[config.mk]
export PLATFORM = sky130hd
export DESIGN_NAME = hgi_frac
export DESIGN_NICKNAME = d
export VERILOG_FILES = /design/src/design/hgi_pkg.sv /design/src/design/hgi_frac.sv
export SDC_FILE = /design/constraint.sdc
export NUM_CORES = 1
export LEC_CHECK = 0
export BUFFER_PORTS_ARGS = -buffer_cell sky130_fd_sc_hd__buf_2
export CAP_MARGIN = 20
export CORE_ASPECT_RATIO = 0.9
export CORE_MARGIN = 2
export CORE_UTILIZATION = 35
export CTS_CLUSTER_DIAMETER = 50
export DETAILED_ROUTE_END_ITERATION = 8
export PLACE_DENSITY = 0.53
export SKIP_LAST_GASP = 1
export SLEW_MARGIN = 20
export SYNTH_ARGS = -nofsm -noshare
export SYNTH_HDL_FRONTEND = slang
export SYNTH_SLANG_ARGS = --single-unit
[constraint.sdc]
create_clock -name aclk -period 3.54 [get_ports aclk]
set_clock_uncertainty 0.05 [all_clocks]
set_input_delay 0.708 -clock aclk [delete_from_list [all_inputs] [get_ports aclk]]
set_output_delay 0.708 -clock aclk [all_outputs]
set_load 0.02 [all_outputs]
[src/design/hgi_pkg.sv]
// shared types, codes and helpers for the hrtf grid interpolator
package hgi_pkg;

    localparam int AZ_POINTS_DEF = 25;
    localparam int EL_POINTS_DEF = 50;
    localparam int BINS_DEF      = 256;

    localparam int S_TDATA_W = 136;
    localparam int S_TUSER_W = 2;
    localparam int M_TDATA_W = 72;

    localparam logic [16:0] ONE_Q16  = 17'd65536;
    localparam logic [16:0] HALF_Q16 = 17'd32768;
    localparam int          FULL_TURN = 23040;

    // input command codes
    localparam logic [1:0] CMD_QUERY  = 2'd0;
    localparam logic [1:0] CMD_TWRITE = 2'd1;
    localparam logic [1:0] CMD_DWRITE = 2'd2;

    // classes handed from front to back
    localparam logic [1:0] CLS_QUERY  = 2'd0;
    localparam logic [1:0] CLS_TWRITE = 2'd1;
    localparam logic [1:0] CLS_DWRITE = 2'd2;

    // register indexes (paddr[2])
    localparam logic REG_INTERP = 1'b0;
    localparam logic REG_MIND   = 1'b1;

    typedef struct packed {
        logic [1:0]         cls;
        logic [4:0]         az_index;
        logic [5:0]         el_index;
        logic [7:0]         bin;
        logic signed [31:0] left_value;
        logic signed [31:0] right_value;
        logic signed [13:0] azimuth;
        logic signed [15:0] elevation;
        logic [15:0]        distance;
    } item_t;

    typedef struct packed {
        logic        interpolate;
        logic [15:0] min_distance;
    } cfg_t;

    typedef struct packed {
        logic               start;
        logic signed [18:0] off;
        logic signed [18:0] span;
    } frac_req_t;

    typedef struct packed {
        logic        done;
        logic [16:0] value;
    } frac_rsp_t;

    function automatic logic signed [31:0] sat32(input logic signed [35:0] x);
        logic signed [35:0] hi;
        logic signed [35:0] lo;
        hi = 36'sd2147483647;
        lo = -36'sd2147483648;
        if (x > hi) begin
            return 32'sh7fffffff;
        end else if (x < lo) begin
            return 32'sh80000000;
        end
        return x[31:0];
    endfunction

endpackage

[src/design/hgi_frac.sv]
// serial fraction unit: floor(off*65536/span) clamped to 0..65536
module hgi_frac (
    input  logic                aclk,
    input  logic                aresetn,
    input  hgi_pkg::frac_req_t  req,
    output hgi_pkg::frac_rsp_t  rsp
);
    import hgi_pkg::*;

    logic        busy_reg, busy_next;
    logic        done_reg, done_next;
    logic [4:0]  cnt_reg, cnt_next;
    logic [17:0] rem_reg, rem_next;
    logic [17:0] span_reg, span_next;
    logic [15:0] q_reg, q_next;
    logic [16:0] res_reg, res_next;
    logic [18:0] rem2;

    assign rem2 = {rem_reg, 1'b0};

    always_comb begin
        busy_next = busy_reg;
        done_next = 1'b0;
        cnt_next  = cnt_reg;
        rem_next  = rem_reg;
        span_next = span_reg;
        q_next    = q_reg;
        res_next  = res_reg;
        if (req.start) begin
            if (req.span <= 0 || req.off <= 0) begin
                res_next  = '0;
                done_next = 1'b1;
            end else if (req.off >= req.span) begin
                res_next  = ONE_Q16;
                done_next = 1'b1;
            end else begin
                rem_next  = req.off[17:0];
                span_next = req.span[17:0];
                q_next    = '0;
                cnt_next  = 5'd16;
                busy_next = 1'b1;
            end
        end else if (busy_reg) begin
            // one quotient bit a cycle
            if (rem2 >= {1'b0, span_reg}) begin
                rem_next = 18'(rem2 - {1'b0, span_reg});
                q_next   = {q_reg[14:0], 1'b1};
            end else begin
                rem_next = rem2[17:0];
                q_next   = {q_reg[14:0], 1'b0};
            end
            cnt_next = cnt_reg - 5'd1;
            if (cnt_reg == 5'd1) begin
                busy_next = 1'b0;
                done_next = 1'b1;
                res_next  = {1'b0, q_next};
            end
        end
    end

    always_ff @(posedge aclk) begin
        if (!aresetn) begin
            busy_reg <= 1'b0;
            done_reg <= 1'b0;
        end else begin
            busy_reg <= busy_next;
            done_reg <= done_next;
        end
    end

    always_ff @(posedge aclk) begin
        cnt_reg  <= cnt_next;
        rem_reg  <= rem_next;
        span_reg <= span_next;
        q_reg    <= q_next;
        res_reg  <= res_next;
    end

    assign rsp.done  = done_reg;
    assign rsp.value = res_reg;

endmodule

Yosys cells after proc, flatten, opt, wreduce, memory -nomap -nowiden. Index checks and enable logic that the tools add are counted.

ROM bits: 0. Flip-flop bits (word level): 75. Bits in writable memories: 0. Input port bits: 41. Word-level logic and storage cells: 55. Bits in latches: 0. Output and inout bits: 18. Memories: 0.

Divide/modulo/power cells: 0. Bitwise gates (word level): 2. Shifts and indexed selects: 0. Muxes and demuxes: 29. Add/subtract/negate cells: 2. $lt $le $gt $ge: 4. Equal/unequal tests: 4. Multipliers: 0. Reduce and logical (&&, ||, !) cells: 7.

Operators with widths (number): 18-bit two-way mux (5); 17-bit two-way mux (5); 15-bit two-way mux (4); 19-bit by 1-bit <= comparator with 1-bit output (second input constant) (2); 5-bit two-way mux (4); 19-bit by 18-bit greater-or-equal comparator with 1-bit output (1); 19-bit greater-or-equal comparator (1); 18-bit subtractor (1); 1-bit two-way mux (11); 3-bit AND reduction (3); 5-bit by 1-bit == test with 1-bit output (second input constant) (1); 5-bit by 1-bit subtractor with 5-bit output (second input constant) (1); 2-bit inequality test (second input constant) (2); 2-bit nonzero test (2); 3-bit by 1-bit inequality test with 1-bit output (second input constant) (1); 1-bit NOT (2); 2-bit AND reduction (1); 1-bit logical OR (1).

Depth between registers and ports, before layout. Gate-level depths: netlist of run 1.

Word-level depth: 5. Depth in mapped cells: 12.

Least setup slack after synthesis of run 1. No wires, ideal clock.

Path type: input port to flip-flop. Start: input port req[38] (netlist bit). End: register cnt_reg[0], enable pin. Slack: -0.136 ns. Arrival time: 3.232 ns. Cell stages on the path: 6. Library setup time: 0.394 ns. Required time: 3.096 ns. Cell sequence: clkbuf_1 -> clkinv_1 -> or3_1 -> nor3_1 -> o2111a_1 -> a21o_1.

Word-level cells in the longest chain between the ends: 2. Elaborated cells between the ends (all ways): 4. Classes of those cells: eq/ne: 2; reduce/logical: 2.

RTL lines: start: declaration (line hgi_frac.sv:5) `input hgi_pkg::frac_req_t req,`; 2-bit inequality test (no source line) / 2-bit nonzero test (equally long branches); 3-bit AND reduction (no source line) *; end signal: assignment (line hgi_frac.sv:72) `cnt_reg <= cnt_next;`; end: declaration (line hgi_frac.sv:12) `logic [4:0] cnt_reg, cnt_next;`.

Every way passes the cells marked *; elsewhere a longest branch is shown, timed or not. A chain may end at the register's enable or synchronous reset.

Worst setup path in the final report of run 1.
Start: register span_reg[1]. End: register rem_reg[3] (data pin).

Word-level cells in the longest chain between the ends: 4. Elaborated cells between the ends (all ways): 5. Classes of those cells: add/sub: 1; order compare: 1; mux: 3.

RTL lines: start: declaration (line hgi_frac.sv:14) `logic [17:0] span_reg, span_next;`; start signal: assignment (line hgi_frac.sv:74) `span_reg <= span_next;`; 18-bit subtractor / 19-bit by 18-bit greater-or-equal comparator with 1-bit output (equally long branches) (line hgi_frac.sv:46, hgi_frac.sv:45); 18-bit two-way mux * (line hgi_frac.sv:45) `if (rem2 >= {1'b0, span_reg}) begin`; 18-bit two-way mux * (line hgi_frac.sv:43) `end else if (busy_reg) begin`; 18-bit two-way mux * (line hgi_frac.sv:29) `if (req.start) begin`; named net rem_next[3] (line hgi_frac.sv:13) `logic [17:0] rem_reg, rem_next;`; end signal: assignment (line hgi_frac.sv:73) `rem_reg <= rem_next;`; end: declaration (line hgi_frac.sv:13).

Mark *: on every way through the listed nets, which the timed path passes. The rest lies on a longest branch. The select of a mux whose other input is x is not followed.

==> out/results.tsv, run 1 <==
stage	metric	value	unit
worst_hold_path	Worst Hold Class	reg2reg	
floorplan	Die Wd	122	um
sta	unrepaired setup endpoints after global routing	false	
global_route	GR Overflow Total	0	
placed_design	Placement Setup Slack	312	ps
sta	FMAX	307	MHz
placed_design	IO Port Bufs	58	
cells_and_area	n_diodes	0	
clocking	Post-CTS Setup Bufs	0	
clocking	CTS root buf	clkbuf_16	
cells_and_area	design area	5180	sq um
setup_path	worst path required time	3570	ps
clocking	CTS tree	yes	
pwr	Flop pwr share	47.0	%
clocking	H-tree levels	3	
setup_path	Worst EP arrival	3290	ps
synthesis	syn avg cell area	11.1	sq um
outcome	status	complete, no violations	
sta	max-slew violations	0	
worst_hold_path	Min-Delay Path Depth	1	
run	max-capacitance violation count	0	
pwr	Int Power	1.62	mW
drt	detailed-route via count	3239	
setup_path	Reg2Reg Depth	10	
sta	setup TNS	0	ps
placed_design	dpl cells	611	
synthesis	Cell Area, Synth	4400	sq um
drt	final WL	10000	um
drt	DRT antenna net count	0	
setup_path	r2r endpoint	rem_reg[3]	
global_route	largest net degree at the start of global routing	52	
synthesis	post-synthesis sequential area ratio	50.7	%
synthesis	Top FF cell, synth	edfxtp_1	
cells_and_area	Area growth syn-to-layout	17.7	%
global_route	first-pass GRT wire length	16200	um
cells_and_area	ratio of cells with drive above 1 in the final layout	18.8	%
setup_path	most frequent CP cell	o31a_1	
sta	Rel. slew slack	56.6	%
worst_hold_path	WHS Endpoint	res_reg[15]	
synthesis	Yosys reg bits	75	
cells_and_area	most frequent cells in the layout	edfxtp_1, buf_2, inv_1, ha_1	
pwr	Worst IR Drop VDD	0.260	mV
sta	Hold Slack	499	ps
sta	worst-margin pin slew	642	ps
pwr	PwrDens	423	nW/um^2
clocking	clock sink count	75	
placed_design	hpwl dp	7540	um
placed_design	Placement Cell Area	4900	sq um
global_route	vias in the first global route	3186	
global_route	total track usage	15.8	%
pwr	sw frac	26.1	%
drt	routed vias/inst	5.17	
pwr	Tot Pwr	2.19	mW
setup_path	reg2reg setup slack	280	ps
cells_and_area	most common cell after layout, fill and taps aside	edfxtp_1	
cells_and_area	fin nets	543	
setup_path	reg-to-reg startpoint	span_reg[1]	
synthesis	post-synthesis async set-or-reset flop share	0	%
pwr	P_leak	2.12	nW
synthesis	EDFF count, synth	73	
cells_and_area	utilization after layout	42.6	%
sta	Final Cycle Share	92.1	%
floorplan	IO Pins	59	
pwr	Logic pwr share	14.1	%
clocking	clock buffer depth	2	
drt	drt wl/cell	16.0	um
drt	DRC	0	
global_route	initial antenna violation count	0	
floorplan	die area	13500	sq um
drt	initial DRC count	243	
setup_path	CP Buf/Inv Count	2	
synthesis	Synth area leader	edfxtp_1	
sta	final setup fails	0	
pwr	Sw Pwr	0.571	mW
setup_path	slowest cell on the critical path	o41a_1	
setup_path	Worst setup EP type	flop	
cells_and_area	Non-Filler Instances	627	
setup_path	Crit Path Class	reg2reg	
sta	Final Hold Violating Endpoints	0	
synthesis	Cell variety after synth	53	
setup_path	ordered cell list for the critical path	inv_1 > ha_1 > nor2b_1 > o31a_1 > o31a_1 > o41a_1 > a221oi_4 > buf_4 > mux2i_1 > a21oi_1	
setup_path	CP Max Fanout	20	
synthesis	Area contributors post-synth	edfxtp_1, ha_1, inv_1	
clocking	CTS clk-pin slew, worst paths	60	ps
setup_path	startpoint types	flop	
setup_path	cell family with most CP delay	compound AO/OA/AOI/OAI gates	
clocking	hold_buf cts	0	
floorplan	Die Span Y	110	um
floorplan	Initial Util	36.2	%
synthesis	synthesized instance count	398	
sta	final worst slack	280	ps
placed_design	RD Place Congestion	0.819	
setup_path	crit-path max cell delay	490	ps
sta	minimum clock period	3260	ps
synthesis	Synth top area share	49.8	%
synthesis	Mapped Nets	479	
clocking	cts bufs inserted	9	
floorplan	Core Region	12200	sq um
drt	detailed-router iteration count before antenna repair	4	
worst_hold_path	hold path startpoint	q_reg[14]	
floorplan	row count	38	
clocking	post-cts resize count	0	
synthesis	synth warn	0	
clocking	Clock Latency Late Sink	340	ps
pwr	clock network power share	39.0	%
[how the worst max path moves through the flow]
stage	to	cells after the start	slack, ps	start
detailed placement	rem_reg[3]	9	310	rem_reg[0]
CTS	rem_reg[3]	9	290	rem_reg[0]
global route	rem_reg[3]	9	110	rem_reg[0]
floorplan	cnt_reg[0]	6	170	req[38]
global placement	rem_reg[3]	9	360	rem_reg[0]
finish	rem_reg[3]	10	280	span_reg[1]
[area by class of cell]
| cell class | instances | area (sq um) |
|---|---|---|
| tap | 160 | 200 |
| timing repair buffer | 65 | 355 |
| clock inverter | 7 | 51.3 |
| fill | 1208 | 6990 |
| sequential | 75 | 2230 |
| multi-input combinational | 265 | 1940 |
| inverter | 46 | 173 |
| clock buffer | 9 | 225 |
[cell families after synthesis]
family / share of synthesized area, %
and+or+nand+nor: 14.4
AOI/OAI and AO/OA: 14.0
DFF: 50.7
buffers and inverters: 5.46
adders and majority gates: 11.5
xor gates and xnor gates: 2.98
muxes: 0.910
[Yosys cell counts (3+ instances only)]
cell type	number
a21o_1	9
a21oi_1	17
and3_1	4
clkbuf_1	7
edfxtp_1	73
ha_1	39
inv_1	45
mux2i_1	4
nand2_1	21
nand2b_1	3
nand3_1	13
nand4_1	8
nor2_1	18
nor2b_1	21
nor3_1	4
nor4_1	10
nor4b_1	4
o211ai_1	3
o21a_1	6
o21ai_0	15
o21ai_1	5
o311ai_1	9
o31a_1	3
or2_2	4
xnor2_1	9
xor2_1	6
[power groups by stage]
stage	registers (mW)	logic (mW)	clock network, mW
after floorplan	1.06	0.188	0
after global placement	1.05	0.303	0
after detailed placement	1.05	0.309	0
after CTS	1.03	0.309	0.881
after global routing	1.03	0.346	0.912
final	1.03	0.308	0.853
[layer usage]
| layer | track usage (%) | wire, um | up-vias |
|---|---|---|---|
| li1 | - | - | 1617 |
| met1 | 22.8 | 4930 | 1522 |
| met2 | 23.7 | 4390 | 90 |
| met3 | 3.50 | 552 | 10 |
| met4 | 5.01 | 152 | 0 |
| met5 | 0 | 0 | - |
(Power assumes the default switching activity.)
==> run 2: changes to the inputs <==
--- a/config.mk
+++ b/config.mk
@@ -7,12 +7,14 @@
 export LEC_CHECK = 0
 export BUFFER_PORTS_ARGS = -buffer_cell sky130_fd_sc_hd__buf_2
 export CAP_MARGIN = 20
+export CELL_PAD_IN_SITES_DETAIL_PLACEMENT = 2
+export CELL_PAD_IN_SITES_GLOBAL_PLACEMENT = 2
 export CORE_ASPECT_RATIO = 0.9
 export CORE_MARGIN = 2
-export CORE_UTILIZATION = 35
+export CORE_UTILIZATION = 34
 export CTS_CLUSTER_DIAMETER = 50
 export DETAILED_ROUTE_END_ITERATION = 8
-export PLACE_DENSITY = 0.53
+export PLACE_DENSITY = 0.74
 export SKIP_LAST_GASP = 1
 export SLEW_MARGIN = 20
 export SYNTH_ARGS = -nofsm -noshare
==> run 2 against run 1 <==
  * Combinational power grew 8.4%
  * Final area is 0.48% higher
  * Critical path type unchanged
  * Sequential power barely moved
  * Register-to-register slack about the same
  * Power up 2.0%
  * Setup slack got worse by 9.3 ps
  * Cell count up 0.80%
==> out/results.tsv, run 2 (same netlist as run 1, synthesis figures left out) <==
stage	metric	value	unit	change
outcome	status	complete, no violations		unchanged
clocking	H-tree levels	3		unchanged
global_route	met3 global-route usage	3.48	%	was 3.50%
cells_and_area	most common cell after layout, fill and taps aside	edfxtp_1		unchanged
cells_and_area	fin nets	544		was 543
worst_hold_path	WHS Endpoint	res_reg[15]		unchanged
run	max-capacitance violation count	0		unchanged
pwr	PwrDens	429	nW/um^2	was 423 nW/um^2
clocking	Post-CTS Setup Bufs	0		unchanged
clocking	hold_buf cts	0		unchanged
placed_design	IO Port Bufs	58		unchanged
clocking	CTS root buf	clkbuf_16		unchanged
setup_path	worst path required time	3580	ps	was 3570 ps
clocking	CTS clk-pin slew, worst paths	60	ps	about the same
setup_path	Worst setup EP type	flop		unchanged
floorplan	IO Pins	59		unchanged
clocking	clock buffer depth	2		unchanged
drt	drt wl/cell	20.8	um	was 16.0 um
floorplan	Die Wd	124	um	was 122 um
sta	Final Hold Violating Endpoints	0		unchanged
drt	detailed-router iteration count before antenna repair	4		unchanged
sta	minimum clock period	3270	ps	was 3260 ps
floorplan	row count	39		was 38
clocking	Clock Latency Late Sink	340	ps	about the same
drt	detailed-route via count	3409		was 3239
drt	final WL	13200	um	was 10000 um
global_route	most used routing layer	met2		unchanged
sta	FMAX	306	MHz	was 307 MHz
global_route	first-pass GRT wire length	21300	um	was 16200 um
global_route	initial antenna violation count	0		unchanged
drt	DRC	0		unchanged
cells_and_area	ratio of cells with drive above 1 in the final layout	18.8	%	about the same
clocking	CTS tree	yes		unchanged
worst_hold_path	Worst Hold Class	reg2reg		unchanged
global_route	met1 Usage GRT	28.3	%	was 22.8%
cells_and_area	Area growth syn-to-layout	18.3	%	was 17.7%
cells_and_area	n_diodes	0		unchanged
global_route	met2 GRT Util	33.3	%	was 23.7%
drt	initial DRC count	115		was 243
floorplan	die area	13900	sq um	was 13500 sq um
setup_path	r2r endpoint	rem_reg[16]		was rem_reg[3]
floorplan	Die Span Y	112	um	was 110 um
setup_path	reg2reg setup slack	270	ps	was 280 ps
setup_path	Worst EP arrival	3310	ps	was 3290 ps
global_route	vias in the first global route	3735		was 3186
drt	routed vias/inst	5.39		was 5.17
clocking	cts bufs inserted	9		unchanged
worst_hold_path	hold path startpoint	q_reg[14]		unchanged
sta	setup TNS	0	ps	unchanged
global_route	largest net degree at the start of global routing	52		unchanged
drt	DRT antenna net count	0		unchanged
sta	Hold Slack	509	ps	was 499 ps
clocking	post-cts resize count	0		unchanged
setup_path	reg-to-reg startpoint	rem_reg[0]		was span_reg[1]
sta	max-slew violations	0		unchanged
cells_and_area	most frequent cells in the layout	edfxtp_1, buf_2, inv_1, ha_1		unchanged
placed_design	RD Place Congestion	0.928		was 0.819
floorplan	Core Region	12700	sq um	was 12200 sq um
clocking	clock sink count	75		unchanged
floorplan	Initial Util	34.7	%	was 36.2%
setup_path	Reg2Reg Depth	9		was 10
sta	unrepaired setup endpoints after global routing	false		unchanged
setup_path	Crit Path Class	reg2reg		unchanged
global_route	total track usage	20.6	%	was 15.8%
sta	final setup fails	0		unchanged
placed_design	dpl cells	616		was 611
sta	Rel. slew slack	38.2	%	was 56.6%
setup_path	CP Max Fanout	4		was 20
pwr	Worst IR Drop VDD	0.211	mV	was 0.260 mV
pwr	P_leak	2.13	nW	was 2.12 nW
worst_hold_path	Min-Delay Path Depth	1		unchanged
placed_design	hpwl dp	9900	um	was 7540 um
sta	worst-margin pin slew	915	ps	was 642 ps
setup_path	startpoint types	flop		unchanged
sta	Final Cycle Share	92.4	%	was 92.1%
cells_and_area	Non-Filler Instances	632		was 627
global_route	GR Overflow Total	0		unchanged
==> run 2: changes by cell type in the layout (fill, tap and decap cells not counted), sizes merged <==
cell	previous run	this run
buf	65	66
clkinv	3	2
clkinvlp	3	2
inv	47	48
clkbuf	9	10
==> run 2: cell type report <==
| type | instances | area [sq um] |
|---|---|---|
| repair buffers | 66 | 375 |
| flip-flops and latches | 75 | 2230 |
| inverters | 46 | 173 |
| multi-input cells | 265 | 1940 |
| clock buffers | 10 | 229 |
| clock inverters | 6 | 47.5 |
| fillers | 1372 | 7480 |
| well taps | 164 | 205 |
==> run 2: per-layer routing <==
metal | vias up | wire length [um]
met5 | - | 0
met4 | 0 | 262
met3 | 16 | 380
met2 | 73 | 6290
met1 | 1704 | 6230
li1 | 1616 | -
==> run 2: per-stage QoR <==
| stage | instance area (sq um) | utilization [%] | setup slack (ps) | power, mW |
|---|---|---|---|---|
| after global routing | 5210 | 41.0 | 122 | 2.34 |
| after floorplan | 4400 | - | 167 | 1.25 |
| after CTS | 5210 | 41.0 | 308 | 2.26 |
| after detailed placement | 4930 | 38.9 | 343 | 1.38 |
| after global placement | 4930 | 38.9 | 429 | 1.36 |
| final | 5210 | 41.0 | 271 | 2.23 |
==> run 2: worst max path at each step <==
stage             endpoint  slack (ps)  cells past startpoint         from
3_3_place_gp    rem_reg[3]         430                      9   rem_reg[0]
4_1_cts         rem_reg[3]         310                     10  span_reg[1]
5_1_grt         rem_reg[3]         120                      9   rem_reg[0]
3_5_place_dp    rem_reg[3]         340                      9   rem_reg[0]
6_report       rem_reg[16]         270                      9   rem_reg[0]
2_1_floorplan   cnt_reg[0]         170                      6      req[38]
==> run 2: critical path, cell delays in order (launching register included) <==
cell	delay, ps
edfxtp_1	390
inv_1	80
fa_1	460
nor2b_1	190
o31a_1	240
o21ai_1	140
o41ai_1	760
a31oi_1	230
xnor2_1	180
a221o_1	310
==> run 2: power breakdown <==
group | internal (mW) | switching (mW)
logic | 0.127 | 0.207
registers | 1.02 | 0.0136
clock network | 0.483 | 0.387
total | 1.63 | 0.607
