### src/design/hgi_pkg.sv
// shared types, codes and helpers for the hrtf grid interpolator
package hgi_pkg;

    localparam int AZ_POINTS_DEF = 25;
    localparam int EL_POINTS_DEF = 50;
    localparam int BINS_DEF      = 256;

    localparam int S_TDATA_W = 136;
    localparam int S_TUSER_W = 2;
    localparam int M_TDATA_W = 72;

    localparam logic [16:0] ONE_Q16  = 17'd65536;
    localparam logic [16:0] HALF_Q16 = 17'd32768;
    localparam int          FULL_TURN = 23040;

    // input command codes
    localparam logic [1:0] CMD_QUERY  = 2'd0;
    localparam logic [1:0] CMD_TWRITE = 2'd1;
    localparam logic [1:0] CMD_DWRITE = 2'd2;

    // classes handed from front to back
    localparam logic [1:0] CLS_QUERY  = 2'd0;
    localparam logic [1:0] CLS_TWRITE = 2'd1;
    localparam logic [1:0] CLS_DWRITE = 2'd2;

    // register indexes (paddr[2])
    localparam logic REG_INTERP = 1'b0;
    localparam logic REG_MIND   = 1'b1;

    typedef struct packed {
        logic [1:0]         cls;
        logic [4:0]         az_index;
        logic [5:0]         el_index;
        logic [7:0]         bin;
        logic signed [31:0] left_value;
        logic signed [31:0] right_value;
        logic signed [13:0] azimuth;
        logic signed [15:0] elevation;
        logic [15:0]        distance;
    } item_t;

    typedef struct packed {
        logic        interpolate;
        logic [15:0] min_distance;
    } cfg_t;

    typedef struct packed {
        logic               start;
        logic signed [18:0] off;
        logic signed [18:0] span;
    } frac_req_t;

    typedef struct packed {
        logic        done;
        logic [16:0] value;
    } frac_rsp_t;

    function automatic logic signed [31:0] sat32(input logic signed [35:0] x);
        logic signed [35:0] hi;
        logic signed [35:0] lo;
        hi = 36'sd2147483647;
        lo = -36'sd2147483648;
        if (x > hi) begin
            return 32'sh7fffffff;
        end else if (x < lo) begin
            return 32'sh80000000;
        end
        return x[31:0];
    endfunction

endpackage

### src/design/hgi_front.sv
// input side: unpacks and classifies items into a two-entry queue
module hgi_front #(
    parameter int AZ_POINTS = hgi_pkg::AZ_POINTS_DEF,
    parameter int EL_POINTS = hgi_pkg::EL_POINTS_DEF,
    parameter int BINS      = hgi_pkg::BINS_DEF
) (
    input  logic                            aclk,
    input  logic                            aresetn,
    input  logic                            s_tvalid,
    output logic                            s_tready,
    input  logic [hgi_pkg::S_TDATA_W-1:0]   s_tdata,
    input  logic [hgi_pkg::S_TUSER_W-1:0]   s_tuser,
    output logic                            q_valid,
    output hgi_pkg::item_t                  q_item,
    input  logic                            q_pop
);
    import hgi_pkg::*;

    item_t       slot_mem [2];
    item_t       in_item;
    logic        keep;
    logic        push;
    logic        wr_ptr_reg, rd_ptr_reg;
    logic [1:0]  cnt_reg, cnt_next;
    logic        pop;

    always_comb begin
        in_item.az_index    = s_tdata[4:0];
        in_item.el_index    = s_tdata[10:5];
        in_item.bin         = s_tdata[18:11];
        in_item.left_value  = s_tdata[50:19];
        in_item.right_value = s_tdata[82:51];
        in_item.azimuth     = s_tdata[96:83];
        in_item.elevation   = s_tdata[112:97];
        in_item.distance    = s_tdata[128:113];
        in_item.cls         = CLS_QUERY;
        keep                = 1'b0;
        case (s_tuser)
            CMD_QUERY: begin
                keep = 1'b1;
            end
            CMD_TWRITE: begin
                in_item.cls = CLS_TWRITE;
                keep = (32'(in_item.az_index) < AZ_POINTS) &&
                       (32'(in_item.el_index) < EL_POINTS) &&
                       (32'(in_item.bin) < BINS);
            end
            CMD_DWRITE: begin
                in_item.cls = CLS_DWRITE;
                keep = 32'(in_item.bin) < BINS;
            end
            default: keep = 1'b0;
        endcase
    end

    assign s_tready = cnt_reg != 2'd2;
    assign push     = s_tvalid && s_tready && keep;
    assign pop      = q_pop && cnt_reg != 2'd0;
    assign q_valid  = cnt_reg != 2'd0;
    assign q_item   = slot_mem[rd_ptr_reg];

    always_comb begin
        cnt_next = cnt_reg;
        if (push && !pop) begin
            cnt_next = cnt_reg + 2'd1;
        end else if (pop && !push) begin
            cnt_next = cnt_reg - 2'd1;
        end
    end

    always_ff @(posedge aclk) begin
        if (!aresetn) begin
            cnt_reg    <= '0;
            wr_ptr_reg <= 1'b0;
            rd_ptr_reg <= 1'b0;
        end else begin
            cnt_reg <= cnt_next;
            if (push) begin
                wr_ptr_reg <= !wr_ptr_reg;
            end
            if (pop) begin
                rd_ptr_reg <= !rd_ptr_reg;
            end
        end
    end

    always_ff @(posedge aclk) begin
        if (push) begin
            slot_mem[wr_ptr_reg] <= in_item;
        end
    end

endmodule

### config.mk
export PLATFORM = sky130hd
export DESIGN_NAME = hgi_front
export DESIGN_NICKNAME = d
export VERILOG_FILES = /design/src/design/hgi_pkg.sv /design/src/design/hgi_front.sv
export SDC_FILE = /design/constraint.sdc
export NUM_CORES = 1
export LEC_CHECK = 0
export BUFFER_PORTS_ARGS = -buffer_cell sky130_fd_sc_hd__buf_2
export CAP_MARGIN = 20
export CORE_UTILIZATION = 37
export DETAILED_ROUTE_END_ITERATION = 6
export PLACE_DENSITY = 0.57
export SYNTH_ARGS = -nofsm -noshare
export SYNTH_HDL_FRONTEND = slang
export SYNTH_SLANG_ARGS = --single-unit
export TNS_END_PERCENT = 100
### constraint.sdc
create_clock -name aclk -period 6.7 [get_ports aclk]
set_input_delay 1.34 -clock aclk [delete_from_list [all_inputs] [get_ports aclk]]
set_output_delay 1.34 -clock aclk [all_outputs]
set_load 0.05 [all_outputs]
; ---- Word level (Yosys, flattened, before mapping)
; Memories as Yosys holds them, arrays and structs flattened. A register that Yosys moved wholly into a read port is not among the register bits.
; Index checks and enable logic that the tools add are counted.
[totals]
inputBits = 142
mem_bits_rw = 262
mem_bits_ro = 0
latchBits = 0
n_memories = 1
regBits = 4
[classes]
n_reduce_logical = 14
eq_ne = 3
mul = 0
magnitude_cmp = 2
muxes = 8
shift = 0
bitwise_logic = 0
add_sub_neg = 2
div_mod_pow = 0
[memory_table]
columns = memory, words, width, read_ports, rd_ports_with_merged_regs, wr, line_no
row1 = slot_mem, 2, 131, 1, 1, 1, hgi_front.sv:19  ; item_t slot_mem [2];
[ops]
columns = cell, count
row1 = logical AND 1 bit, 6
row2 = "< comparator 6 bit, second input constant", 1
row3 = "< comparator 5 bit, second input constant", 1
row4 = logical NOT 1 bit, 4
row5 = two-way mux 1 bit, 4
row6 = two-way mux 2 bit, 2
row7 = one-hot mux 2 bit (2 select lines), 1
row8 = nonzero test 2 bit, 2
row9 = "adder 2 x 1 -> 2 bit, second input constant", 1
row10 = "equality test 2 x 1 -> 1 bit, second input constant", 1
row11 = "equality test 2 bit, second input constant", 1
row12 = logical NOT 2 bit, 1
row13 = "!= test 2 bit, second input constant", 1
row14 = one-hot mux 1 bit (2 select lines), 1
row15 = OR reduction 2 bit, 1
row16 = "subtractor 2 x 1 -> 2 bit, second input constant", 1

; ---- Longest topological paths before layout
; Gate-level depths: netlist (run 1).
[logic_depth]
ltp_word = 8
depth_mapped = 7
ltp_nobuf = 7

; ---- Worst setup path after synthesis (run 1)
; OpenSTA, ideal clock, no wires.
[synth_timing]
path_type = input -> register
start = in s_tuser[1] (netlist name)
end = mem slot_mem[1][0] (netlist name) (enable)
setup_ns = 0.506
slack_ns = 1.284
path_stages = 4
t_arrival_ns = 4.910
path_buffers = 0
cell_sequence = nor4_2 nor2_1 a21oi_2 and2_1
[synth_via]
elab_chain_cells = 6
elab_cells_between_ends = 8
[synth_rtl]
columns = element, line_no
row1 = from (decl), hgi_front.sv:12  ; input logic [hgi_pkg::S_TUSER_W-1:0] s_tuser,
row2 = equality test 2 bit or logical NOT 2 bit (tied branches), hgi_front.sv:38  ; case (s_tuser)
row3 = OR reduction 2 bit (no line), --
row4 = one-hot mux 1 bit (2 select lines) (*), hgi_front.sv:38
row5 = logical AND 1 bit (*), hgi_front.sv:57  ; assign push = s_tvalid && s_tready && keep;
row6 = via push, hgi_front.sv:22  ; logic push;
row7 = two-way mux 1 bit (*), hgi_front.sv:88  ; if (push) begin
row8 = two-way mux 1 bit (not written as such) (*), hgi_front.sv:89  ; slot_mem[wr_ptr_reg] <= in_item;
row9 = to (decl), hgi_front.sv:19
; The timed path passes the listed nets; every way through them passes the cells marked *.

==> results_tabular.tex, run 1 <==
\begin{tabular}{lr}
\hline
Metric & Value \\
\hline
\multicolumn{2}{l}{\textbf{Placed design}} \\
Final Wtd Congestion & 0.721 \\
Dpl ws & 2.63 ns \\
Half-perimeter wire length after detailed placement & 12.5 mm \\
Count of input and output buffers & 267 \\
\multicolumn{2}{l}{\textbf{Power and ir drop}} \\
Static Leak & about 4.8 nW \\
VDD IR max & roughly 0.00022 V \\
Comb pwr share & 36.3\% \\
Relative contribution of sequential cells to total power & 38.4\% \\
Power share of the clock group & 25.3\% \\
Switching power of the nets & $\sim$0.0021 W \\
Internal power contribution & 0.00352 W \\
Power Density & 443 mW/mm\^{}2 \\
Final total power & about 0.0056 W \\
Switching share of power & roughly 37\% \\
\multicolumn{2}{l}{\textbf{STA}} \\
Smallest setup slack after layout & between 2 and 3 ns \\
Unrepaired setup endpoints after global routing & no \\
Final max-slew violation count & 0 \\
Minimum clock period & around 4 ns \\
Max-slew headroom & about a third \\
Total negative slack for setup checks & 0 ns \\
Final worst-path cycle share & 59.8\% \\
Maximum frequency from static timing analysis & 0.249 GHz \\
Number of setup violations in the final report & 0 \\
Total count of hold-check failures in the final report & 0 \\
Worst-margin pin slew & between 1 and 1.5 ns \\
Worst hold-check slack & 0.488 ns \\
Post-route clock skew & 0.0121 ns \\
\multicolumn{2}{l}{\textbf{Global routing}} \\
Via count of the first global-routing pass & 5314 \\
Total routing resource utilization after global routing & between 10\% and 20\% \\
Antenna violations before repair & 1 \\
Total congestion overflow & 0 \\
Maximum number of pins on one net before global-route repair & 74 \\
Global-route wire length before repair & 29.0 mm \\
\multicolumn{2}{l}{\textbf{Drt}} \\
Via density & 4.59 \\
DRC & 0 \\
Starting DRC count in detailed routing & 244 \\
Post-detailed-route count of antenna-violating nets & 0 \\
Drt first pass iters & 6 \\
Vias after detailed routing & between 5000 and 6000 \\
Average wire per standard cell & 17.6 um \\
Aggregate routed wire length & 19.3 mm \\
\multicolumn{2}{l}{\textbf{Clock network}} \\
Clock buffers created by TritonCTS & 28 \\
Number of sinks handled by clock tree synthesis & 267 \\
Clock transition time at the flip-flop clock pins of the worst setup and hold paths & 0.07 ns \\
Worst-case clock buffer depth & 3 \\
\# hold bufs at CTS & 0 \\
Buffer count from post-CTS setup fixing & 0 \\
Post-cts sizing count & 0 \\
Level count of the clock H-tree & 1 \\
Cell chosen for the clock root & sky130\_fd\_sc\_hd\_\_clkbuf\_16 \\
TritonCTS clock tree & built \\
Clock latency reported for the late side of the worst-skew pair & 0.53 ns \\
\multicolumn{2}{l}{\textbf{Floorplanning}} \\
Core Area & 0.0269 sq mm \\
Number of placement rows & 60 \\
Width of the die & 167 um \\
Number of primary I/O pins & $\sim$280 \\
Die Y & 167 um \\
Initial core utilization & 37.6\% \\
Floorplan die area & 0.0280 sq mm \\
\multicolumn{2}{l}{\textbf{Status}} \\
Outcome & completed \\
\multicolumn{2}{l}{\textbf{Setup path}} \\
Cells along the critical path & buf\_4, mux2\_4, buf\_2 \\
Maximum fanout along the worst path & 50 \\
Worst endpoint required time & approximately 5.4 ns \\
Crit Path Class & reg -> out \\
Arrival time at the worst endpoint & 2.67 ns \\
Category of the worst setup path launch point & register \\
R2R setup slack & $\sim$4.0 ns \\
Endpoint class of the critical path & output port \\
Highest-delay cell along the critical path & sky130\_fd\_sc\_hd\_\_dfxtp\_4 \\
Max stage delay on crit path & 0.90 ns \\
\multicolumn{2}{l}{\textbf{Yosys}} \\
Count of state elements after synthesis & 267 \\
Area of the mapped netlist & 0.0101 sq mm \\
Number of synthesis warnings & 0 \\
Post-synthesis sequential area ratio & roughly four fifths \\
Synthesized netlist cell count & 441 \\
Average size of a mapped cell & 22.9 sq um \\
Top cells by area in the synthesized netlist & sky130\_fd\_sc\_hd\_\_edfxtp\_1 (78\%), sky130\_fd\_sc\_hd\_\_mux2\_4 (13\%), sky130\_fd\_sc\_hd\_\_mux2\_2 (4.6\%) \\
Library cell occupying the most area in the post-synthesis netlist & sky130\_fd\_sc\_hd\_\_edfxtp\_1 \\
Number of distinct library cells after synthesis & 25 \\
Post-synth top area share & 77.9\% \\
Number of nets produced by synthesis & 584 \\
\multicolumn{2}{l}{\textbf{Flow run}} \\
Max-cap viol count & 0 \\
\multicolumn{2}{l}{\textbf{Layout}} \\
Post-Route Utilization & 47.2\% \\
FF/Latch Area & 0.00797 sq mm \\
Flip-flop count of the largest register after layout & 262 \\
Layout-stage area growth over the synthesis result & 25.5\% \\
Layout cells sized above 1 & 59.8\% \\
Fill count & 2292 \\
Area taken by multi-input logic gates & between 0.0015 and 0.002 sq mm \\
Number of nets in the final layout & 873 \\
\multicolumn{2}{l}{\textbf{Min path}} \\
Worst hold path type & reg -> reg \\
\hline
\end{tabular}
## stage by stage
stage               area, sq um  std cells
finish                    12700       1094
CTS                       12600       1092
floorplan                 10100        441
global route              12700       1093
global placement          11800       1040
detailed placement        11800       1040
## worst max-delay path: cells and delay by family, from the launching register on
kind,cells,cell delay (ns)
multiplexers,1,0.35
flip-flops,1,0.90
buffers and inverters,2,0.83
## area by class of cell
cell class                 instances  area share (%)
sequential                       267            62.9
multi-input combinational        158            15.7
timing repair buffer             274            11.2
clock buffer                      32            5.81
tap                              341            3.37
clock inverter                    20           0.928
inverter                           1          0.0296
antenna                            1          0.0197
## per-layer routing
layer | routed length (um) | global-route usage [%]
met5 | 0 | 0
met4 | 393 | 3.67
met3 | 1300 | 3.64
met2 | 9810 | 23.8
met1 | 7780 | 15.6
## Yosys cell counts
master / n
sky130_fd_sc_hd__a21oi_2: 1
sky130_fd_sc_hd__mux2_2: 41
sky130_fd_sc_hd__nand2_1: 2
sky130_fd_sc_hd__ha_1: 1
sky130_fd_sc_hd__xor2_1: 3
sky130_fd_sc_hd__mux2i_1: 1
sky130_fd_sc_hd__inv_1: 1
sky130_fd_sc_hd__edfxtp_1: 262
sky130_fd_sc_hd__o211ai_1: 1
sky130_fd_sc_hd__nand3_1: 1
sky130_fd_sc_hd__and2b_1: 2
sky130_fd_sc_hd__buf_2: 5
sky130_fd_sc_hd__a21oi_1: 2
sky130_fd_sc_hd__nand2b_1: 2
sky130_fd_sc_hd__buf_6: 10
sky130_fd_sc_hd__nor3_1: 1
sky130_fd_sc_hd__or2_2: 1
sky130_fd_sc_hd__or3_1: 1
sky130_fd_sc_hd__and2_1: 1
sky130_fd_sc_hd__nor2_1: 4
sky130_fd_sc_hd__nor2b_1: 1
sky130_fd_sc_hd__o21ai_0: 1
sky130_fd_sc_hd__mux2_4: 90
sky130_fd_sc_hd__nor4_2: 1
sky130_fd_sc_hd__dfxtp_1: 5
## power by group through the flow
stage,clock network (W),logic (W),registers (W)
2_1_floorplan,0,0.00174,0.00214
3_3_place_gp,0,0.00204,0.00218
3_5_place_dp,0,0.00206,0.00220
4_1_cts,0.00148,0.00206,0.00216
5_1_grt,0.00153,0.00212,0.00218
6_report,0.00142,0.00204,0.00216
## placed cells by master, fill, tap and decap left out, drive strengths merged
cell and count:
a21oi 3, and2 1, and2b 2, buf 274, bufinv 1, clkbuf 32, clkinv 17, clkinvlp 2
dfxtp 5, diode 1, edfxtp 262, ha 1, inv 1, mux2 131, mux2i 1, nand2 2
nand2b 2, nand3 1, nor2 4, nor2b 1, nor3 1, nor4 1, o211ai 1, o21ai 1
or2 1, or3 1, xor2 3
## worst paths after layout
path	cells past startpoint	from	endpoint
setup / recovery	3	register	q_item[93]
hold / removal	2	wr_ptr_reg$_SDFFE_PN0P_	wr_ptr_reg$_SDFFE_PN0P_
setup reg to reg	5	cnt_reg[0]$_SDFFE_PN0P_	slot_mem[0][26]$_DFFE_PP_
hold reg to reg	2	wr_ptr_reg$_SDFFE_PN0P_	wr_ptr_reg$_SDFFE_PN0P_
## kinds of logic (layout without fill, tap and decap cells)
family                     Yosys count  after routing  synth area share [%]
AOI/OAI and AO/OA                    5              5                 0.310
xor gates and xnor gates             3              3                 0.260
adders and majority gates            1              1                 0.124
buffers and inverters               16            327                  1.40
DFF                                267            267                  78.9
muxes                              132            132                  18.1
other                                0              1                     0
and+or+nand+nor                     17             17                 0.966
(Power assumes the default switching activity.)
==> inputs of run 2 (changes only) <==
==> constraint.sdc (replaced) <==
create_clock -name aclk -period 4 [get_ports aclk]
set_input_delay 0.8 -clock aclk [delete_from_list [all_inputs] [get_ports aclk]]
set_output_delay 0.8 -clock aclk [all_outputs]
set_load 0.05 [all_outputs]
==> run 2 against run 1 <==
  * Design area rose by 1.1%
  * Setup slack worse by 1.9 ns
  * Hold slack worse by 0.050 ns
  * Sequential share of layout area decreased by 0.69 points
  * Core utilization up 0.52 points
  * Via count decreased by 0.28%
  * Largest power group unchanged
  * Sequential power rose by 65%
  * Clock skew rose by 0.0073 ns
  * First-iteration DRC count rose by 6.1%
  * Flip-flop and latch count unchanged
  * Die area stayed put
==> results_tabular.tex, run 2 (synthesis results as in run 1) <==
\begin{tabular}{lr}
\hline
Metric & Value \\
\hline
\multicolumn{2}{l}{\textbf{Status}} \\
Outcome & completed \\
\multicolumn{2}{l}{\textbf{Drt}} \\
Drt first pass iters & 4 (-2) \\
Vias after detailed routing & 5008 (-0.28\%) \\
DRC & 0 (unchanged) \\
Aggregate routed wire length & 19.1 mm (-1.0\%) \\
Starting DRC count in detailed routing & 259 (+6.1\%) \\
Average wire per standard cell & 17.4 um (-1.2\%) \\
Via density & 4.57 (-0.46\%) \\
Post-detailed-route count of antenna-violating nets & 0 (unchanged) \\
\multicolumn{2}{l}{\textbf{Floorplanning}} \\
Initial core utilization & 37.6\% (unchanged) \\
Number of primary I/O pins & 275 (unchanged) \\
Core Area & 0.0269 sq mm (unchanged) \\
Number of placement rows & 60 (unchanged) \\
Die Y & 167 um (unchanged) \\
Width of the die & 167 um (unchanged) \\
Floorplan die area & 0.0280 sq mm (unchanged) \\
\multicolumn{2}{l}{\textbf{Setup path}} \\
Worst endpoint required time & 3.20 ns (-2.16 ns) \\
Arrival time at the worst endpoint & 2.45 ns (-0.22 ns) \\
Category of the worst setup path launch point & register \\
Critical path buffer and inverter count & 2 (unchanged) \\
Highest-delay cell along the critical path & sky130\_fd\_sc\_hd\_\_dfxtp\_4 \\
Max stage delay on crit path & 0.68 ns (-0.22 ns) \\
Maximum fanout along the worst path & 80 (+60\%) \\
Dominant delay contributor by cell family on the critical path & buffers and inverters \\
Endpoint class of the critical path & output port \\
R2R setup slack & 1.71 ns (-2.24 ns) \\
Crit Path Class & reg -> out \\
Cells along the critical path & buf\_12, mux2\_2, buf\_2 \\
\multicolumn{2}{l}{\textbf{Global routing}} \\
Maximum number of pins on one net before global-route repair & 81 (+9.5\%) \\
Total routing resource utilization after global routing & 13.2\% (-0.11 points) \\
Antenna violations before repair & 3 (+2) \\
Total congestion overflow & 0 (unchanged) \\
Via count of the first global-routing pass & 5255 (-1.1\%) \\
Global-route wire length before repair & 29.0 mm (about the same) \\
\multicolumn{2}{l}{\textbf{STA}} \\
Total count of hold-check failures in the final report & 0 (unchanged) \\
Final max-slew violation count & 0 (unchanged) \\
Post-route clock skew & 0.0194 ns (+0.00728 ns) \\
Max-slew headroom & 62.3\% (+30 points) \\
Number of setup violations in the final report & 0 (unchanged) \\
Final worst-path cycle share & just over 80\% \\
Minimum clock period & 3.25 ns \\
Unrepaired setup endpoints after global routing & no \\
Maximum frequency from static timing analysis & 0.308 GHz \\
Worst-margin pin slew & 0.566 ns (-0.455 ns) \\
Total negative slack for setup checks & 0 ns (unchanged) \\
\multicolumn{2}{l}{\textbf{Layout}} \\
Flip-flop count of the largest register after layout & 262 (unchanged) \\
Highest-count cells in the layout ignoring fill and taps & sky130\_fd\_sc\_hd\_\_buf\_2 (267), sky130\_fd\_sc\_hd\_\_edfxtp\_1 (262), sky130\_fd\_sc\_hd\_\_mux2\_4 (90), sky130\_fd\_sc\_hd\_\_mux2\_2 (41), sky130\_fd\_sc\_hd\_\_clkbuf\_16 (29) \\
Area taken by multi-input logic gates & 0.00200 sq mm (unchanged) \\
Post-Route Utilization & 47.7\% (+0.52 points) \\
FF/Latch Area & 0.00797 sq mm (unchanged) \\
Layout cells sized above 1 & 60.6\% (+0.72 points) \\
Most common cell after layout, fill and taps aside & sky130\_fd\_sc\_hd\_\_buf\_2 \\
Layout-stage area growth over the synthesis result & 26.9\% \\
Number of nets in the final layout & 874 (+0.11\%) \\
Fill count & 2308 (+0.70\%) \\
\multicolumn{2}{l}{\textbf{Clock network}} \\
Number of sinks handled by clock tree synthesis & 267 (unchanged) \\
TritonCTS clock tree & built \\
Cell chosen for the clock root & sky130\_fd\_sc\_hd\_\_clkbuf\_16 \\
Buffer count from post-CTS setup fixing & 0 (unchanged) \\
Clock latency reported for the late side of the worst-skew pair & 0.54 ns (about the same) \\
Clock buffers created by TritonCTS & 29 (+3.6\%) \\
Level count of the clock H-tree & 1 (unchanged) \\
Worst-case clock buffer depth & 3 (unchanged) \\
Post-cts sizing count & 0 (unchanged) \\
\# hold bufs at CTS & 0 (unchanged) \\
Clock transition time at the flip-flop clock pins of the worst setup and hold paths & 0.06 ns (about the same) \\
\multicolumn{2}{l}{\textbf{Power and ir drop}} \\
Static Leak & 4.89 nW (+1.1\%) \\
Final total power & 0.00973 W (+73\%) \\
Power Density & 759 mW/mm\^{}2 (+71\%) \\
VDD IR max & 0.000369 V (+67\%) \\
\multicolumn{2}{l}{\textbf{Placed design}} \\
Half-perimeter wire length after detailed placement & 12.5 mm (-0.15\%) \\
Count of input and output buffers & 267 (unchanged) \\
Final Wtd Congestion & 0.729 (+1.0\%) \\
\multicolumn{2}{l}{\textbf{Flow run}} \\
Max-cap viol count & 0 (unchanged) \\
\multicolumn{2}{l}{\textbf{Min path}} \\
Worst hold path type & in -> reg \\
\hline
\end{tabular}
-- run 2: cell types whose count changed in the layout (fill, tap and decap cells not counted), sizes merged --
cell,delta
clkinv,-6
bufinv,+4
clkinvlp,+2
diode,+1
inv,+1
-- run 2: routing by layer --
layer / track usage, % / routed length [um] / share of wire, % / vias up
li1: - / - / - / 2338
met1: 15.7 / 7630 / 40 / 2459
met2: 22.7 / 9410 / 49 / 176
met3: 4.44 / 1520 / 8.0 / 35
met4: 3.87 / 520 / 2.7 / 0
met5: 0 / 0 / 0 / -
-- run 2: final cells by class --
class / instances / share of cell area [%]
clock buffers: 32 / 5.75
diodes: 2 / 0.0391
multi-input cells: 158 / 15.6
well taps: 341 / 3.33
inverters: 1 / 0.0293
repair buffers: 274 / 11.2
flip-flops and latches: 267 / 62.2
clock inverters: 21 / 1.85
-- run 2: worst register-to-register path, cell delays in order (launching register included) --
cell and delay [ns]:
sky130_fd_sc_hd__dfxtp_1 0.38, sky130_fd_sc_hd__nand2b_1 0.19, sky130_fd_sc_hd__o211ai_1 0.12, sky130_fd_sc_hd__a21oi_2 0.24, sky130_fd_sc_hd__and2b_4 0.56, sky130_fd_sc_hd__buf_12 0.40
-- run 2: stage by stage --
| stage | std cells | hold slack [ns] | worst slack (ns) | area [sq um] |
|---|---|---|---|---|
| final | 1096 | 0.438 | 0.753 | 12800 |
| after global routing | 1095 | 0.411 | 0.634 | 12800 |
| after CTS | 1094 | 0.410 | 0.708 | 12800 |
| after detailed placement | 1041 | 0.482 | 1.12 | 11800 |
| after global placement | 1041 | 0.460 | 1.13 | 11800 |
| after floorplan | 441 | 0.447 | 0.586 | 10100 |
-- run 2: where the power goes --
part / internal [W] / switching, W / total [W]
registers: 0.00344 / 0.000132 / 0.00357
logic: 0.00108 / 0.00238 / 0.00346
clock network: 0.00164 / 0.00106 / 0.00270
-- run 2: path summary, 6_finish.rpt --
kind / start / endpoint / cells after the start
setup / recovery: register / q_item[17] / 3
hold / removal: s_tdata[125] / slot_mem[0][12]$_DFFE_PP_ / 1
setup reg to reg: cnt_reg[0]$_SDFFE_PN0P_ / slot_mem[0][108]$_DFFE_PP_ / 5
hold reg to reg: wr_ptr_reg$_SDFFE_PN0P_ / wr_ptr_reg$_SDFFE_PN0P_ / 2
